`config.mk`:
```
export PLATFORM = sky130hd
export DESIGN_NAME = fdl_interp
export DESIGN_NICKNAME = d
export VERILOG_FILES = /design/src/hw/rtl/fdl_pkg.sv /design/src/hw/rtl/fdl_interp.sv
export SDC_FILE = /design/constraint.sdc
export NUM_CORES = 1
export LEC_CHECK = 0
export ABC_AREA = 1
export BUFFER_PORTS_ARGS = -buffer_cell sky130_fd_sc_hd__clkbuf_2
export CAP_MARGIN = 10
export CORE_MARGIN = 4
export CORE_UTILIZATION = 60
export DETAILED_ROUTE_END_ITERATION = 12
export PLACE_DENSITY = 0.9
export RECOVER_POWER = 25
export SETUP_SLACK_MARGIN = 0.05
export SLEW_MARGIN = 25
export SYNTH_ARGS = -nofsm -noshare
export SYNTH_HDL_FRONTEND = slang
export SYNTH_SLANG_ARGS = --single-unit
```
`constraint.sdc`:
```
create_clock -name clk -period 8.55 [get_ports clk]
set_input_delay 0.855 -clock clk [delete_from_list [all_inputs] [get_ports clk]]
set_output_delay 0.855 -clock clk [all_outputs]
set_load 0.05 [all_outputs]
```
`src/hw/rtl/fdl_pkg.sv`:
```
package fdl_pkg;

	// Operation codes carried by the op field.
	localparam logic [1:0] OP_PROCESS = 2'd0;
	localparam logic [1:0] OP_READ    = 2'd1;
	localparam logic [1:0] OP_WRITE   = 2'd2;

	// Interpolation modes held in the interp_mode register.
	localparam logic [1:0] MODE_NEAREST = 2'd0;
	localparam logic [1:0] MODE_LINEAR  = 2'd1;
	localparam logic [1:0] MODE_HERMITE = 2'd2;

	// Configuration register indexes.
	localparam int CFG_INDEX_W = 1;
	localparam logic [CFG_INDEX_W-1:0] REG_LINE_LENGTH = 1'b0;
	localparam logic [CFG_INDEX_W-1:0] REG_INTERP_MODE = 1'b1;

	// Main sequencer states.
	typedef enum logic [2:0] {
		ST_IDLE,
		ST_PREP,
		ST_READ,
		ST_LAST,
		ST_CALC,
		ST_DONE
	} fdl_state_t;

	// Control handed from the sequencer to the interpolation unit.
	typedef struct packed {
		logic start;
		logic cubic;
	} fdl_calc_ctrl_t;

endpackage

```
`src/hw/rtl/fdl_interp.sv`:
```
module fdl_interp import fdl_pkg::*; #(
	parameter int SAMPLE_BITS = 24,
	parameter int FRAC_BITS = 8
) (
	input  logic                          clk,
	input  logic                          arst_n,
	input  fdl_calc_ctrl_t                ctrl,
	input  logic [FRAC_BITS-1:0]          frac,
	input  logic signed [SAMPLE_BITS-1:0] y [4],
	output logic                          done,
	output logic signed [SAMPLE_BITS-1:0] result
);

	// Horner accumulator wide enough for the largest Catmull-Rom intermediate.
	localparam int H_W = SAMPLE_BITS + 5;
	localparam int P_W = H_W + FRAC_BITS + 1;
	localparam logic signed [P_W-1:0] HALF = P_W'(64'sd1 <<< (FRAC_BITS - 1));
	localparam logic signed [H_W-1:0] SAT_HI = H_W'((64'sd1 <<< (SAMPLE_BITS - 1)) - 64'sd1);
	localparam logic signed [H_W-1:0] SAT_LO = H_W'(-(64'sd1 <<< (SAMPLE_BITS - 1)));
	localparam logic [1:0] LIN_LAST_STEP = 2'd1;
	localparam logic [1:0] CUBIC_LAST_STEP = 2'd3;

	logic                  busy_q;
	logic                  done_q;
	logic                  cubic_q;
	logic [1:0]            step_q;
	logic signed [H_W-1:0] h_q;
	logic signed [H_W-1:0] c1_q;
	logic signed [H_W-1:0] c2_q;

	logic signed [H_W-1:0] ye [4];
	logic signed [H_W-1:0] c1;
	logic signed [H_W-1:0] c2;
	logic signed [H_W-1:0] c3;
	logic signed [H_W-1:0] d12;
	logic signed [H_W-1:0] h_init;
	logic signed [H_W-1:0] addend;
	logic signed [FRAC_BITS:0] frac_s;
	logic signed [P_W-1:0] prod;
	logic signed [P_W-1:0] prod_rnd;
	logic signed [H_W-1:0] h_step;
	logic signed [H_W-1:0] h_final;
	logic [1:0]            last_step;

	always_comb begin
		for (int n = 0; n < 4; n++) begin
			ye[n] = H_W'(y[n]);
		end
		d12 = ye[1] - ye[2];
		c1 = ye[2] - ye[0];
		c2 = (ye[0] <<< 1) - (ye[1] <<< 2) - ye[1] + (ye[2] <<< 2) - ye[3];
		c3 = ye[3] - ye[0] + (d12 <<< 1) + d12;
		// Linear mode runs one Horner step on the slope y2 - y1.
		h_init = cubic_q ? c3 : (ye[2] - ye[1]);
	end

	always_comb begin
		if (!cubic_q) begin
			addend = ye[1];
		end else begin
			case (step_q)
				2'd1:    addend = c2_q;
				2'd2:    addend = c1_q;
				default: addend = ye[1] <<< 1;
			endcase
		end
		frac_s = $signed({1'b0, frac});
		prod = P_W'(h_q) * P_W'(frac_s);
		prod_rnd = (prod + HALF) >>> FRAC_BITS;
		h_step = prod_rnd[H_W-1:0] + addend;
		last_step = cubic_q ? CUBIC_LAST_STEP : LIN_LAST_STEP;
	end

	always_ff @(posedge clk or negedge arst_n) begin
		if (!arst_n) begin
			busy_q <= 1'b0;
			done_q <= 1'b0;
			cubic_q <= 1'b0;
			step_q <= '0;
		end else begin
			done_q <= busy_q && !ctrl.start && (step_q == last_step);
			if (ctrl.start) begin
				busy_q <= 1'b1;
				cubic_q <= ctrl.cubic;
				step_q <= '0;
			end else if (busy_q) begin
				step_q <= step_q + 2'd1;
				if (step_q == last_step) begin
					busy_q <= 1'b0;
				end
			end
		end
	end

	// Step zero loads the coefficients, each later step is one Horner update.
	always_ff @(posedge clk) begin
		if (busy_q) begin
			if (step_q == 2'd0) begin
				h_q <= h_init;
				c1_q <= c1;
				c2_q <= c2;
			end else begin
				h_q <= h_step;
			end
		end
	end

	always_comb begin
		h_final = cubic_q ? ((h_q + H_W'(1)) >>> 1) : h_q;
		if (h_final > SAT_HI) begin
			result = SAT_HI[SAMPLE_BITS-1:0];
		end else if (h_final < SAT_LO) begin
			result = SAT_LO[SAMPLE_BITS-1:0];
		end else begin
			result = h_final[SAMPLE_BITS-1:0];
		end
	end

	assign done = done_q;

endmodule
```
# [Yosys cells after proc, flatten, opt, wreduce, memory -nomap -nowiden]
# Cells that the tools add are included.
[op_classes] reduce_logical=6 n_mux=13 add_sub_neg=14 order_cmp=2 n_mul=1 n_eq_ne=3
[ops] op="$mux 29" n=4
[ops] op="$sub 24x24->25" n=4
[ops] op="$pmux 29 s2" n=1
[ops] op="$mux 24" n=2
[ops] op="$add 37x9->37 const B" n=1
[ops] op="$mul 29x9->37" n=1
[ops] op="$add 28x26->29" n=1
[ops] op="$add 29x2->29 const B" n=1
[ops] op="$add 29x29->29" n=1
[ops] op="$gt 29x24->1 const B" n=1
[ops] op="$lt 29x24->1 const B" n=1
[ops] op="$sub 29x24->29" n=1
[ops] op="$add 27x25->28" n=1
[ops] op="$sub 27x24->28" n=1
[ops] op="$add 25x26->27" n=1
[ops] op="$sub 25x26->27" n=1
[ops] op="$mux 2" n=3
[ops] op="$mux 1" n=3
[ops] op="$add 2x1->2 const B" n=1
[ops] op="$eq 2x1->1 const B" n=1
[ops] op="$eq 2x2->1" n=1
[ops] op="$eq 2x2->1 const B" n=1
[ops] op="$logic_and 1x1->1" n=2
[ops] op="$logic_not 2->1" n=1
[ops] op="other kinds (3)" n=3
[word_totals] register_bits=92 out_inout_bits=25 elab_cells=46 in_bits=108

# [Depth between registers and ports, before layout]
# Gate-level depths: netlist of the first run.
[logic_depth] word_depth=5 depth_mapped=41 depth_no_buf=39

# [Worst setup path after synthesis of the first run]
# OpenSTA, ideal clock, no wires.
[synth_timing] path_type="input to register" from="input frac[3]" to="register h_q[20], data pin" cell_stages=36 path_slack_ns=1.418 path_buffers=2 setup_time_ns=0.253 arrival_time_ns=6.880 t_required_ns=8.297 cell_sequence="clkbuf_1 clkbuf_1 nand2_1 fa_1 inv_1 fa_1 inv_1 fa_1 inv_1 fa_1 fa_1 ha_1 nand2_1 nand2_1 nand2_1 nand2_1 nand2_1 nand2_1 nand2_1 nand2_1 nand2_1 nand2_1 nand2_1 nand2_1 xor2_1 ha_1 a21oi_1 o21ai_0 o21bai_1 a21oi_1 inv_1 a21oi_1 inv_1 or2_2 nand3_1 nand2_1"
[synth_between] elab_chain_len=4
[synth_lines] element="start, declared" line_no="fdl_interp.sv:8" text="input logic [FRAC_BITS-1:0] frac,"
[synth_lines] element="$mul 29x9->37" line_no="fdl_interp.sv:68" text="prod = P_W'(h_q) * P_W'(frac_s);"
[synth_lines] element="$add 37x9->37" line_no="fdl_interp.sv:69" text="prod_rnd = (prod + HALF) >>> FRAC_BITS;"
[synth_lines] element="$add 29x29->29" line_no="fdl_interp.sv:70" text="h_step = prod_rnd[H_W-1:0] + addend;"
[synth_lines] element="$mux 29" line_no="fdl_interp.sv:98" text="if (step_q == 2'd0) begin"
[synth_lines] element="end signal, assigned" line_no="fdl_interp.sv:99" text="h_q <= h_init;"
[synth_lines] element="end signal, assigned" line_no="fdl_interp.sv:103" text="h_q <= h_step;"
[synth_lines] element="end, declared" line_no="fdl_interp.sv:27" text="logic signed [H_W-1:0] h_q;"
# Every way passes these cells.
# A chain may end at the register's enable or synchronous reset.

# [Final worst setup path of the first run]
[layout_timing] from="input frac[3]" to="register h_q[26], data pin"
# The elaborated chain is that of the path after synthesis.

==> impl_metrics.ini, run 1 <==
[timing]
slew-limit-headroom_pct = -104
finalCritPeriodShare_pct = 86.1
rsz0062_at_grt = no
finClkSkew_ps = 5.15
fin_crit_ps = 7360
hold_violations = 0
fin_tns_setup_ps = 0
slew_violations = 194
finalSetupViolations = 0
max_freq_mhz = 136
worst_pin_slew_ps = 3070

[floorplan]
core_um2 = 39900
die_h_um = 209
start_util_pct = 60.9
placementRows = 73
die-area_um2 = 43800
io-pin-count = 133
die_x_um = 209

[finish]
insertedDiodeCount = 0
drive_gt1_share_pct = 5.27
layout.nets = 4032
syn_to_final_growth_pct = 5.21

[setup_path]
worstPathMaxFanout = 21
arrival_ps = 7490
path_class = input pin to flop
end_kind = flop
required_ps = 8680
critPathLaunchType = input pin

[logic_synthesis]
synth_warnings = 0
seq_area_frac_synth_pct = 10.8
async_flop_share_pct = 5.68
avgSynthCellArea_um2 = 7.36
synth_nets = 3981
syn_inst = 3304
netlist_area_um2 = 24300
synth_edf_count = 83
yosys_register_bits = 88
synth-main-ff-cell = edfxtp_1
synth_cell_type_count = 54

[route]
wl_per_cell_um = 17.6
drtIter0Drc = 1721
met3_length_mm = 5.51
route.vias.total = 22300
wl_met2_mm = 32.9
drt-pass1-iter-count = 6
viasPerCell = 5.74
wl_met1_mm = 26.6
wl_mm = 68.3
drc = 0
dr.max_layer_used = met4
ant_nets = 0

[cts]
hold_buffers = 0
cts_tree = yes
clk_latency_ps = 370
htreeDepth = 3
ctsResizeCount = 0
cts_root_buf = clkbuf_16
postCtsSetupBuffers = 0
clock_tree.buffer_depth = 2
numClockSinks = 88
cts_buffers = 9
cts.clk_slew.worst_paths_ps = 60

[global_routing]
grt_pass1_vias = 22800
grt_max_degree = 62
grt_usage_pct = 31.2
grt_pass1_wl_mm = 111
antenna_found_initial = 0
grt_overflow = 0

[placement]
dp_hpwl_mm = 57.5
gp_congestion = 1.03
port_buffers = 132

[status]
status = complete, but fails checks
violations = max-capacitance violations, max-slew violations

[worst_hold_path]
hp-class = input pin to async pin

[job]
drv_cap = 4
## worst max-delay path, cell delays in order
cell	delay (ps)
clkbuf_2	440
buf_4	270
nand2_1	60
inv_1	90
fa_1	440
fa_1	520
fa_1	540
fa_1	500
ha_1	310
ha_1	350
a21oi_1	250
nor2_1	60
o21ai_0	170
o211ai_1	140
a21oi_1	260
o21ai_0	190
a21oi_1	210
xnor2_1	90
ha_1	370
nand2_1	120
nor4_1	370
nand3_1	120
nand3_1	200
a31oi_1	130
or2_2	280
nand3_1	60
nand2_1	70
## cells by family after synthesis
family	count (synthesis)	synth area share, %
adders and majority gates	569	38.8
xor gates and xnor gates	159	5.72
buffers and inverters	812	12.7
DFF	88	10.8
muxes	1	0.0463
AOI/OAI and AO/OA	599	14.0
and+or+nand+nor	1076	18.0
## placed cells by master (no fill, tap or decap), types with 26 or more instances in the layout
cell      instances
inv_1           704
fa_1            308
ha_1            261
clkbuf_2        127
nand2_1         753
nand3_1          74
nor2_1          162
a21oi_1         235
nand4_1          27
o21ai_0         180
edfxtp_1         83
xnor2_1          49
o22ai_1          26
xor2_1          110
## per-layer routing
| metal | vias to the layer above | track usage (%) |
|---|---|---|
| met5 | - | 0 |
| met4 | 0 | 13.5 |
| met3 | 198 | 3.51 |
| met2 | 1058 | 53.5 |
| met1 | 10500 | 40.0 |
| li1 | 10500 | - |
## cell type report
cell class	count	area, um^2
flip-flops and latches	88	2620
clock inverters	6	83.8
fillers	3443	14300
clock buffers	10	229
inverters	709	2660
repair buffers	143	726
well taps	525	657
multi-input cells	2404	18600
## synth_stat cells (4+ instances only)
master | instances | share of area [%]
a211oi_1 | 5 | 0.15
a21boi_0 | 5 | 0.15
a21o_1 | 20 | 0.62
a21oi_1 | 235 | 4.8
a221oi_1 | 23 | 0.83
a31oi_1 | 24 | 0.62
buf_1 | 13 | 0.20
buf_2 | 12 | 0.25
clkbuf_1 | 73 | 1.1
dfrtp_1 | 5 | 0.51
edfxtp_1 | 83 | 10
fa_1 | 308 | 25
ha_1 | 261 | 13
inv_1 | 704 | 11
inv_2 | 4 | 0.062
nand2_1 | 753 | 12
nand3_1 | 74 | 1.5
nand3b_1 | 5 | 0.15
nand4_1 | 27 | 0.69
nor2_1 | 162 | 2.5
nor3_1 | 18 | 0.37
nor3_2 | 5 | 0.21
nor4_1 | 13 | 0.33
o2111ai_1 | 6 | 0.22
o211ai_1 | 10 | 0.31
o21a_1 | 15 | 0.46
o21ai_0 | 180 | 3.7
o21ai_1 | 19 | 0.39
o21bai_1 | 13 | 0.40
o22ai_1 | 26 | 0.67
or2_2 | 9 | 0.23
xnor2_1 | 49 | 1.8
xor2_1 | 110 | 4.0
## path summary, 6_finish.rpt
kind | start | to | slack (ps) | cells after the start
min in group clk | step_q[0] | step_q[0] | 530 | 1
setup / recovery | frac[3] | h_q[26] | 1190 | 27
setup reg to reg | h_q[4] | h_q[26] | 1470 | 34
hold reg to reg | step_q[0] | step_q[0] | 530 | 1
hold / removal | arst_n | busy_q | 320 | 1
max in group asynchronous | arst_n | cubic_q | 8030 | 1
## flip-flops by register name, indices dropped and copies added, names as in the netlist
signal	cells
busy_q	1
c1_q	25
cubic_q	1
h_q	29
step_q	2
c2_q	29
done	1
## metrics by stage
step	setup WS [ps]	util [%]	hold WS, ps	std cells	area, um^2
floorplan	1420	-	486	3304	24300
global placement	1020	63.4	520	3869	25300
detailed placement	913	63.4	524	3869	25300
CTS	1280	64.2	278	3885	25600
global route	609	64.1	341	3885	25600
finish	1190	64.1	319	3885	25600
Power of run 1 is left out: the tool's default activity adds up to more than one toggle a clock period on the data nets, which glitch-free logic cannot reach.
==> inputs of run 2 (changes only) <==
--- a/config.mk
+++ b/config.mk
@@ -5,7 +5,6 @@
 export SDC_FILE = /design/constraint.sdc
 export NUM_CORES = 1
 export LEC_CHECK = 0
-export ABC_AREA = 1
 export BUFFER_PORTS_ARGS = -buffer_cell sky130_fd_sc_hd__clkbuf_2
 export CAP_MARGIN = 10
 export CORE_MARGIN = 4
==> impl_metrics.ini, run 2 <==
[timing]
fin_tns_setup_ps = 0
finClkSkew_ps = 10.9
finalCritPeriodShare_pct = 94.8
rsz0062_at_grt = no
fin_crit_ps = 8100
finalSetupViolations = 0
slew_violations = 90
slew-limit-headroom_pct = -21.7
worst_pin_slew_ps = 1830
hold_violations = 0
max_freq_mhz = 123

[logic_synthesis]
netlist_area_um2 = 23400
synth.top_cells.by_count = 412 x inv_1, 308 x fa_1, 261 x ha_1
synth_warnings = 0
seq_area_frac_synth_pct = 11.2
yosys_register_bits = 88
netlist.top_cell.by_area = fa_1
async_flop_share_pct = 5.68
synth_nets = 3389
syn_inst = 2712
yosysMostFrequentCell = inv_1
synth-main-ff-cell = edfxtp_1
synthTopCellsByArea = fa_1 26%, ha_1 14%, edfxtp_1 11%, inv_1 6.6%, xnor2_1 4.4%
synth_cell_type_count = 80
avgSynthCellArea_um2 = 8.62
yosysTopAreaCellShare_pct = 26.4
synth_edf_count = 83

[finish]
reg.largest.list = c2_q: 29 flops, h_q: 29 flops, c1_q: 25 flops
nFillCells = 3125
most-common-layout-cells = 412 x inv_1, 308 x fa_1, 261 x ha_1
drive_gt1_share_pct = 7.60
syn_to_final_growth_pct = 5.81
layout.nets = 3447
final_common_cell = inv_1
insertedDiodeCount = 0

[route]
wl_mm = 62.1
viasPerCell = 6.11
ant_nets = 0
drtIter0Drc = 2052
drc = 0
wl_per_cell_um = 18.8
route.vias.total = 20100
drt-pass1-iter-count = 6

[cts]
clk_latency_ps = 370
cts_tree = yes
cts_buffers = 9
postCtsSetupBuffers = 0
ctsResizeCount = 0
hold_buffers = 0
clock_tree.buffer_depth = 2
htreeDepth = 3
numClockSinks = 88
cts_root_buf = clkbuf_16
cts.clk_slew.worst_paths_ps = 70

[setup_path]
arrival_ps = 8210
path_class = input pin to flop
rr_endpoint = h_q[28]
cp.depth = 28
reg2reg_depth = 28
cpMostUsedCell = fa_1
r2r_start = h_q[6]
crit_path_max_incr_delay_ps = 550
critPathTopFamily = adder cells
end_kind = flop
r2r_setup_slack_ps = 550
cp_slowest_cell = fa_1
critPathLaunchType = input pin
required_ps = 8660
critPathBufInv = 3
crit_end = h_q[28]
worstPathMaxFanout = 11
cp-startpoint = frac[5]

[placement]
dp_hpwl_mm = 51.6
port_buffers = 132
gp_congestion = 1.03

[floorplan]
die_x_um = 205
start_util_pct = 60.7
die_h_um = 205
core_um2 = 38600
io-pin-count = 133
die-area_um2 = 42200
placementRows = 72

[status]
violations = max-capacitance violations, max-slew violations
status = complete, but fails checks

[global_routing]
grt_overflow = 0
grt_usage_pct = 30.0
grt_pass1_vias = 20900
grt_pass1_wl_mm = 103
grt_max_degree = 55
antenna_found_initial = 0

[worst_hold_path]
hp-class = input pin to async pin

[job]
drv_cap = 2
-- run 2: changes by cell type after synthesis, moves of 26 or more --
cell,previous run,this run
a21o_1,20,84
a21oi_1,235,151
and2_1,2,143
inv_1,704,412
nand2_1,753,226
nand3_1,74,48
nor2_1,162,125
o211ai_1,10,41
o21ai_0,180,118
xnor2_1,49,117
xor2_1,110,52
-- run 2: kinds of logic (layout without fill, tap and decap cells) --
kind of cell / Yosys count / in the layout / synth area share (%)
AOI/OAI and AO/OA: 640 / 640 / 18.1
and+or+nand+nor: 710 / 710 / 15.1
buffers and inverters: 526 / 589 / 8.56
DFF: 88 / 88 / 11.2
muxes: 10 / 10 / 0.444
xor gates and xnor gates: 169 / 169 / 6.33
adders and majority gates: 569 / 569 / 40.3
-- run 2: final cells by class --
| type | instances | area [um^2] | share of cell area [%] |
|---|---|---|---|
| inverter | 413 | 1550 | 6.27 |
| timing repair buffer | 160 | 877 | 3.54 |
| multi-input combinational | 2098 | 18800 | 75.9 |
| clock buffer | 9 | 225 | 0.910 |
| clock inverter | 7 | 55.1 | 0.223 |
| tap | 518 | 648 | 2.62 |
| sequential | 88 | 2620 | 10.6 |
-- run 2: how the worst min path moves through the flow --
stage / start / slack, ps / endpoint
after floorplan: arst_n / 560 / busy_q
after global placement: step_q[0] / 580 / step_q[0]
after detailed placement: step_q[0] / 600 / done
after CTS: arst_n / 280 / step_q[0]
after global routing: arst_n / 340 / step_q[1]
final: arst_n / 310 / step_q[0]
-- run 2: per-stage QoR --
step           instances  util [%]  setup slack (ps)  area [um^2]  hold WS (ps)
4_1_cts             3293      64.2               456        24800           282
6_report            3293      64.2               448        24700           309
2_1_floorplan       2712         -               343        23400           555
3_5_place_dp        3277      63.5              83.6        24500           596
3_3_place_gp        3277      63.5               274        24500           577
5_1_grt             3293      64.2              59.3        24700           340
-- run 2: per-layer routing --
metal / vias to the layer above / track usage (%) / wire length [um]
met5: - / 0 / 0
met4: 0 / 10.2 / 2160
met3: 189 / 4.52 / 5640
met2: 1023 / 51.5 / 30100
met1: 9672 / 39.1 / 24200
li1: 9232 / - / -
Power of run 2 is left out for the same reason.
==> inputs of run 3 (changes only) <==
--- a/config.mk
+++ b/config.mk
@@ -5,9 +5,9 @@
 export SDC_FILE = /design/constraint.sdc
 export NUM_CORES = 1
 export LEC_CHECK = 0
-export BUFFER_PORTS_ARGS = -buffer_cell sky130_fd_sc_hd__clkbuf_2
+export BUFFER_PORTS_ARGS = -buffer_cell sky130_fd_sc_hd__buf_2
 export CAP_MARGIN = 10
-export CORE_MARGIN = 4
+export CORE_MARGIN = 3
 export CORE_UTILIZATION = 60
 export DETAILED_ROUTE_END_ITERATION = 12
 export PLACE_DENSITY = 0.9
==> impl_metrics.ini, run 3 (same netlist as run 2, synthesis figures left out) <==
[cts]
cts_tree = yes
numClockSinks = 88
clock_tree.buffer_depth = 2
cts_root_buf = clkbuf_16
postCtsSetupBuffers = 0
cts.clk_slew.worst_paths_ps = 70
ctsResizeCount = 0
cts_buffers = 9
hold_buffers = 0
htreeDepth = 3
clk_latency_ps = 370

[timing]
slew-limit-headroom_pct = -95.0
slew_violations = 109
max_freq_mhz = 122
finClkSkew_ps = 9.45
fin_crit_ps = 8180
worst_pin_slew_ps = 2930
hold_violations = 0
finalCritPeriodShare_pct = 95.6
finalSetupViolations = 0
rsz0062_at_grt = no

[route]
wl_per_cell_um = 18.7
viasPerCell = 6.09
drtIter0Drc = 1959
drt-pass1-iter-count = 6
wl_mm = 61.3
route.vias.total = 20000
drc = 0
ant_nets = 0

[floorplan]
start_util_pct = 61.5
io-pin-count = 133
core_um2 = 38000
placementRows = 71
die-area_um2 = 41400
die_x_um = 203
die_h_um = 203

[finish]
final_common_cell = inv_1
stdcell_area_um2 = 24700
drive_gt1_share_pct = 7.58
layout.nets = 3444
most-common-layout-cells = 412 x inv_1, 308 x fa_1, 260 x ha_1
syn_to_final_growth_pct = 5.71
reg.largest.list = c2_q: 29 flops, h_q: 29 flops, c1_q: 25 flops
insertedDiodeCount = 0
nFillCells = 3079

[setup_path]
cp_slowest_cell = fa_1
reg2reg_depth = 27
arrival_ps = 8290
end_kind = flop
cpMostUsedCell = fa_1
path_class = input pin to flop
worstPathMaxFanout = 29
required_ps = 8660
critPathLaunchType = input pin
crit_path_max_incr_delay_ps = 550

[global_routing]
grt_usage_pct = 30.1
grt_overflow = 0
grt_pass1_wl_mm = 102
antenna_found_initial = 0
grt_max_degree = 74
grt_pass1_vias = 20600

[placement]
gp_congestion = 1.01
port_buffers = 132
dp_hpwl_mm = 50.4
dpl_cell_area_um2 = 24400

[status]
status = complete, but fails checks
violations = max-capacitance violations, max-slew violations

[worst_hold_path]
hp-class = input pin to async pin

[job]
drv_cap = 2
[run 3: area by class of cell]
| class | count | area (um^2) | share of cell area (%) |
|---|---|---|---|
| sequential | 88 | 2620 | 10.6 |
| clock buffer | 10 | 229 | 0.926 |
| multi-input combinational | 2098 | 18800 | 76.0 |
| inverter | 413 | 1550 | 6.27 |
| timing repair buffer | 157 | 837 | 3.39 |
| clock inverter | 6 | 51.3 | 0.208 |
| tap | 511 | 639 | 2.59 |
[run 3: final timing paths]
check	startpoint	to	slack (ps)
max	frac[5]	h_q[24]	370
min	arst_n	done	320
max reg2reg	h_q[7]	h_q[24]	590
min reg2reg	step_q[1]	step_q[1]	630
max in group asynchronous	arst_n	cubic_q	7980
min in group clk	step_q[1]	step_q[1]	630
[run 3: critical path: cells and delay by family]
kind,cells,cell delay [ps]
adders and majority gates,7,3190
AOI/OAI and AO/OA,9,2020
and+or+nand+nor,8,1550
buffers and inverters,3,350
xor gates and xnor gates,2,280
[run 3: per-stage QoR]
step | TNS, ps | hold slack, ps | cells | setup slack, ps | utilization, %
floorplan | 0 | 555 | 2712 | 343 | -
global placement | 0 | 575 | 3267 | 134 | 64.2
detailed placement | -60.9 | 614 | 3267 | -43.5 | 64.2
CTS | 0 | 279 | 3283 | 324 | 65.0
global route | 0 | 335 | 3283 | 84.7 | 65.0
finish | 0 | 325 | 3283 | 372 | 65.0
[run 3: layer usage]
layer  vias to the layer above  wire length [um]  GRT usage [%]
li1                       9230                 -              -
met1                      9669             24600           40.4
met2                       951             29400           50.6
met3                       146              5380           3.96
met4                         0              1890           9.98
met5                         -                 0              0
Power of run 3 is left out for the same reason.
